--- config.mk ---
export PLATFORM = sky130hd
export DESIGN_NAME = mec_coord
export DESIGN_NICKNAME = d
export VERILOG_FILES = /design/src/hdl/mec_pkg.sv /design/src/hdl/mec_coord.sv
export SDC_FILE = /design/constraint.sdc
export NUM_CORES = 2
export LEC_CHECK = 0
export ABC_CLOCK_PERIOD_IN_PS = 8300
export BUFFER_PORTS_ARGS = -buffer_cell sky130_fd_sc_hd__clkbuf_2
export CORE_MARGIN = 8
export CORE_UTILIZATION = 25
export CTS_BUF_LIST = sky130_fd_sc_hd__clkbuf_4
export DETAILED_ROUTE_END_ITERATION = 16
export PLACE_DENSITY_LB_ADDON = 0.3
export SLEW_MARGIN = 25
export SYNTH_ARGS = -nofsm -noshare
export SYNTH_HDL_FRONTEND = slang
export SYNTH_SLANG_ARGS = --single-unit
--- constraint.sdc ---
create_clock -name clock -period 8.3 [get_ports clock]
set_clock_uncertainty 0.15 [all_clocks]
set_input_delay 1.66 -clock clock [delete_from_list [all_inputs] [get_ports clock]]
set_output_delay 1.66 -clock clock [all_outputs]
set_load 0.02 [all_outputs]
--- src/hdl/mec_pkg.sv ---
// Shared types, constants and register codes for the Mandelbrot escape-count block.
package mec_pkg;

   localparam int FRAC_BITS   = 28;
   localparam int COORD_WIDTH = 32;
   localparam int INDEX_WIDTH = 12;
   localparam int ITER_WIDTH  = 16;
   localparam int SQ_WIDTH    = 36;
   localparam int CSR_INDEX_WIDTH = 3;
   localparam int CSR_DATA_WIDTH  = 32;

   localparam int MAX_WIDTH_DEFAULT  = 4096;
   localparam int MAX_HEIGHT_DEFAULT = 4096;
   localparam int NUM_CELLS_DEFAULT  = 4;

   // 4.0 in Q.28, the escape threshold for |z|^2.
   localparam logic [SQ_WIDTH-1:0] FOUR_Q28 = SQ_WIDTH'(64'd1 << (FRAC_BITS + 2));

   localparam logic [CSR_INDEX_WIDTH-1:0] CSR_ORIGIN_REAL = 3'd0;
   localparam logic [CSR_INDEX_WIDTH-1:0] CSR_ORIGIN_IMAG = 3'd1;
   localparam logic [CSR_INDEX_WIDTH-1:0] CSR_STEP_X      = 3'd2;
   localparam logic [CSR_INDEX_WIDTH-1:0] CSR_STEP_Y      = 3'd3;
   localparam logic [CSR_INDEX_WIDTH-1:0] CSR_MAX_ITER    = 3'd4;

   localparam logic signed [COORD_WIDTH-1:0] ORIGIN_REAL_RESET = -32'sd671088640;
   localparam logic signed [COORD_WIDTH-1:0] ORIGIN_IMAG_RESET = -32'sd536870912;
   localparam logic signed [COORD_WIDTH-1:0] STEP_X_RESET      = 32'sd13421773;
   localparam logic signed [COORD_WIDTH-1:0] STEP_Y_RESET      = 32'sd26843546;
   localparam logic [ITER_WIDTH-1:0]         MAX_ITER_RESET    = 16'd256;

   // One pixel in flight: the squares and cross term of the current z, plus c.
   typedef struct packed {
      logic                          active;
      logic [ITER_WIDTH-1:0]         iter;
      logic [SQ_WIDTH-1:0]           sq_r;
      logic [SQ_WIDTH-1:0]           sq_i;
      logic signed [COORD_WIDTH-1:0] cross_term;
      logic signed [COORD_WIDTH-1:0] cr;
      logic signed [COORD_WIDTH-1:0] ci;
   } slot_type;

   typedef struct packed {
      logic                  done;
      logic [ITER_WIDTH-1:0] count;
   } finish_type;

   typedef struct packed {
      logic                          valid;
      logic                          outside;
      logic signed [COORD_WIDTH-1:0] cr;
      logic signed [COORD_WIDTH-1:0] ci;
   } point_type;

endpackage

--- src/hdl/mec_coord.sv ---
// Front end that maps a pixel index to the point c in Q4.28, with saturation.
module mec_coord #(
   parameter int MAX_WIDTH  = mec_pkg::MAX_WIDTH_DEFAULT,
   parameter int MAX_HEIGHT = mec_pkg::MAX_HEIGHT_DEFAULT
) (
   input  logic                                   clock,
   input  logic                                   reset,
   input  logic                                   in_valid,
   input  logic [mec_pkg::INDEX_WIDTH-1:0]        column,
   input  logic [mec_pkg::INDEX_WIDTH-1:0]        line,
   input  logic signed [mec_pkg::COORD_WIDTH-1:0] origin_real,
   input  logic signed [mec_pkg::COORD_WIDTH-1:0] origin_imag,
   input  logic signed [mec_pkg::COORD_WIDTH-1:0] step_x,
   input  logic signed [mec_pkg::COORD_WIDTH-1:0] step_y,
   output logic                                   busy,
   output mec_pkg::point_type                     point
);
   import mec_pkg::*;

   localparam int PROD_WIDTH = INDEX_WIDTH + 1 + COORD_WIDTH;
   localparam int SUM_WIDTH  = PROD_WIDTH + 1;
   localparam logic [16:0] COL_LIMIT  = 17'(MAX_WIDTH);
   localparam logic [16:0] LINE_LIMIT = 17'(MAX_HEIGHT);
   localparam logic signed [SUM_WIDTH-1:0] Q_MAX = 46'sd2147483647;
   localparam logic signed [SUM_WIDTH-1:0] Q_MIN = -46'sd2147483648;

   logic                          a_valid_ff;
   logic [INDEX_WIDTH-1:0]        col_ff;
   logic [INDEX_WIDTH-1:0]        line_ff;
   logic                          b_valid_ff;
   logic                          b_outside_ff;
   logic signed [PROD_WIDTH-1:0]  prod_r_ff;
   logic signed [PROD_WIDTH-1:0]  prod_i_ff;
   logic signed [PROD_WIDTH-1:0]  prod_r_in;
   logic signed [PROD_WIDTH-1:0]  prod_i_in;
   logic signed [SUM_WIDTH-1:0]   sum_r;
   logic signed [SUM_WIDTH-1:0]   sum_i;
   point_type                     point_ff;
   point_type                     point_in;

   function automatic logic signed [COORD_WIDTH-1:0] saturate(
      input logic signed [SUM_WIDTH-1:0] v
   );
      logic signed [COORD_WIDTH-1:0] r;
      if (v > Q_MAX) begin
         r = Q_MAX[COORD_WIDTH-1:0];
      end else if (v < Q_MIN) begin
         r = Q_MIN[COORD_WIDTH-1:0];
      end else begin
         r = v[COORD_WIDTH-1:0];
      end
      return r;
   endfunction

   assign prod_r_in = $signed({1'b0, col_ff}) * step_x;
   assign prod_i_in = $signed({1'b0, line_ff}) * step_y;

   assign sum_r = $signed({prod_r_ff[PROD_WIDTH-1], prod_r_ff})
                + $signed({{(SUM_WIDTH-COORD_WIDTH){origin_real[COORD_WIDTH-1]}}, origin_real});
   assign sum_i = $signed({prod_i_ff[PROD_WIDTH-1], prod_i_ff})
                + $signed({{(SUM_WIDTH-COORD_WIDTH){origin_imag[COORD_WIDTH-1]}}, origin_imag});

   always_comb begin
      point_in.valid   = b_valid_ff;
      point_in.outside = b_outside_ff;
      point_in.cr      = saturate(sum_r);
      point_in.ci      = saturate(sum_i);
   end

   always_ff @(posedge clock) begin
      if (reset) begin
         a_valid_ff     <= 1'b0;
         b_valid_ff     <= 1'b0;
         point_ff.valid <= 1'b0;
      end else begin
         a_valid_ff     <= in_valid;
         b_valid_ff     <= a_valid_ff;
         point_ff.valid <= point_in.valid;
      end
      if (in_valid) begin
         col_ff  <= column;
         line_ff <= line;
      end
      prod_r_ff        <= prod_r_in;
      prod_i_ff        <= prod_i_in;
      b_outside_ff     <= ({5'd0, col_ff} >= COL_LIMIT) || ({5'd0, line_ff} >= LINE_LIMIT);
      point_ff.outside <= point_in.outside;
      point_ff.cr      <= point_in.cr;
      point_ff.ci      <= point_in.ci;
   end

   assign busy  = a_valid_ff | b_valid_ff | point_ff.valid;
   assign point = point_ff;

endmodule

==> impl_metrics.toml <==
[sta]
max_slew_margin_pct = 27.3
fmax_mhz = 137
period_needed_ps = 7290
final-hold-violation-count = 0
finalHoldWorstSlack_ps = 327
tightest_slew_ps = 1090
rsz0062_at_grt = "false"
setup_viol = 0
fin_crit_sh_pct = 87.8
timing.setup.tns_ps = 0
drv_slew = 0

[worst_setup_path]
crit_required_ps = 8910
arrival_ps = 7900
path_class = "flip-flop to flip-flop"
startpoint_type = "flip-flop"
cp_max_fo = 24
worstSetupEndpointType = "flip-flop"

[cts]
htreeDepth = 4
cts_tree = "built"
cts_setup_buffers = 0
clk_latency_ps = 900
cts_buffer_depth = 2
root_buffer = "clkbuf_4"
cts_resized = 0
ctsHoldBuffers = 0
cts.clk_slew.worst_paths_ps = 180
cts_buffers = 17
cts_sinks = 181

[die]
fp.dieW_um = 396
ios = 222
core_mm2 = 0.143
initial_core_util_pct = 25.1
rows = 139
die_h_um = 396
dieArea_mm2 = 0.157

[layout]
drive_above_1_share_pct = 7.85
final_cell_mix = "inv_1, fa_1, nand2_1"
finalNetCount = 5379
final_area_mm2 = 0.0397
final_common_cell = "inv_1"
final_util_pct = 27.6
syn2layout_area_growth_pct = 9.92
fillers = 15500

[synth]
yosys.area.top_type = "fa_1"
avgSynthCellArea_um2 = 8.72
ys_warn_count = 0
synthArstFlopShare_pct = 0
yosys_register_bits = 181
seq_area_frac_synth_pct = 10.7
netlist_area_mm2 = 0.0361
syn_inst = 4137
syn_nets = 5258
synth_area_leaders = "fa_1, ha_1, inv_1"
synthFlopType = "dfxtp_1"
synth_top_area_share_pct = 37.6
ys_types = 85
synth_edf_count = 24

[status]
status = "complete, no violations"

[job]
cap_violations = 0

[drt]
dr_total_vias = 27200
wl_per_cell_um = 16.7
via_per_inst = 4.40
drc = 0
wirelength_um = 103000
ant_nets = 0
detail_route.iter0.violations = 1378
dr.pass1.iters = 5

[placement]
dp_hpwl_um = 89200
post_dp_cell_area_mm2 = 0.0393
portBuffers = 220
gp_congestion = 0.872

[grt]
grt_pass1_wl_um = 168000
grt_usage_pct = 13.5
grt_max_degree = 32
grt_remaining_overflow = 0
first_global_vias = 29700
antenna_found_initial = 19

[min_path]
hp-class = "flip-flop to flip-flop"
==> layer usage <==
layer | vias up | track usage (%) | wire [um]
met5 | - | 0 | 7
met4 | 2 | 3.57 | 2160
met3 | 83 | 2.56 | 5310
met2 | 527 | 21.9 | 46700
met1 | 13700 | 18.3 | 49200
li1 | 12900 | - | -
==> worst paths after layout <==
| kind | from | endpoint | slack [ps] | cells after the start |
|---|---|---|---|---|
| worst max-delay path | col_ff[1]$_DFFE_PP_ | prod_r_ff[41]$_DFF_P_ | 1010 | 22 |
| worst min-delay path | a_valid_ff$_SDFF_PP0_ | b_valid_ff$_SDFF_PP0_ | 330 | 1 |
| worst max register to register | col_ff[1]$_DFFE_PP_ | prod_r_ff[41]$_DFF_P_ | 1010 | 22 |
| worst min register to register | a_valid_ff$_SDFF_PP0_ | b_valid_ff$_SDFF_PP0_ | 330 | 1 |
==> cell type report <==
type / instances / area [um^2] / share of cell area (%)
Clock buffer: 18 / 135 / 0.341
Multi-Input combinational cell: 2856 / 28100 / 70.8
Inverter: 925 / 3470 / 8.75
Antenna cell: 16 / 40.0 / 0.101
Timing Repair Buffer: 277 / 1560 / 3.94
Clock inverter: 13 / 134 / 0.338
Tap cell: 1903 / 2380 / 6.00
Sequential cell: 181 / 3860 / 9.74
==> cell families after synthesis <==
kind of cell,share of synthesized area [%]
other,0.0104
adder cells (fa/ha/maj),47.6
flip-flops,10.7
AND/OR/NAND/NOR,15.5
XOR/XNOR,4.01
AO/OA/AOI/OAI,10.6
buffers and inverters,11.5
==> state kept, by name (all words and copies together), names as in the netlist <==
signal / count
prod_r_ff: 45
b_valid_ff: 1
a_valid_ff: 1
line_ff: 12
point: 65
prod_i_ff: 45
col_ff: 12
==> cells in the mapped netlist (all sizes together), types with 5 or more instances <==
master / instances
a221oi: 6
clkbuf: 167
nor2: 86
nand3: 29
a21boi: 5
inv: 925
a31oi: 16
dfxtp: 157
o31a: 7
a211oi: 23
nand2b: 22
nand4: 27
ha: 288
a211o: 5
and4: 8
fa: 678
xnor2: 113
o31ai: 14
o21ai: 141
or3: 6
a21o: 85
edfxtp: 24
o21a: 22
nor2b: 23
buf: 8
nor4: 8
nor3: 21
and2: 350
a21oi: 161
or4: 5
nand2: 523
a2111oi: 7
and3: 18
xor2: 52
o21bai: 38
o211ai: 12
==> metrics by stage <==
step,setup slack (ps),instances
after detailed placement,152,6141
after floorplan,846,4137
final,1010,6189
after global placement,202,6137
after CTS,1030,6172
after global routing,599,6182
==> worst max-delay path: stages, from the launching register on <==
cell,delay (ps)
edfxtp_1,1100
nand2_1,190
fa_1,510
fa_1,510
inv_1,50
fa_1,490
inv_1,60
fa_1,490
fa_1,490
inv_1,40
ha_1,340
o21a_1,200
o21ai_0,220
o31ai_1,120
buf_4,170
a221o_1,360
a221oi_2,400
o21ai_1,270
a211oi_2,280
nor2_1,140
a2111oi_2,310
o31ai_1,120
xnor2_1,130
Power is left out: the tool's default activity adds up to more than one toggle a clock period on the data nets, which glitch-free logic cannot reach.
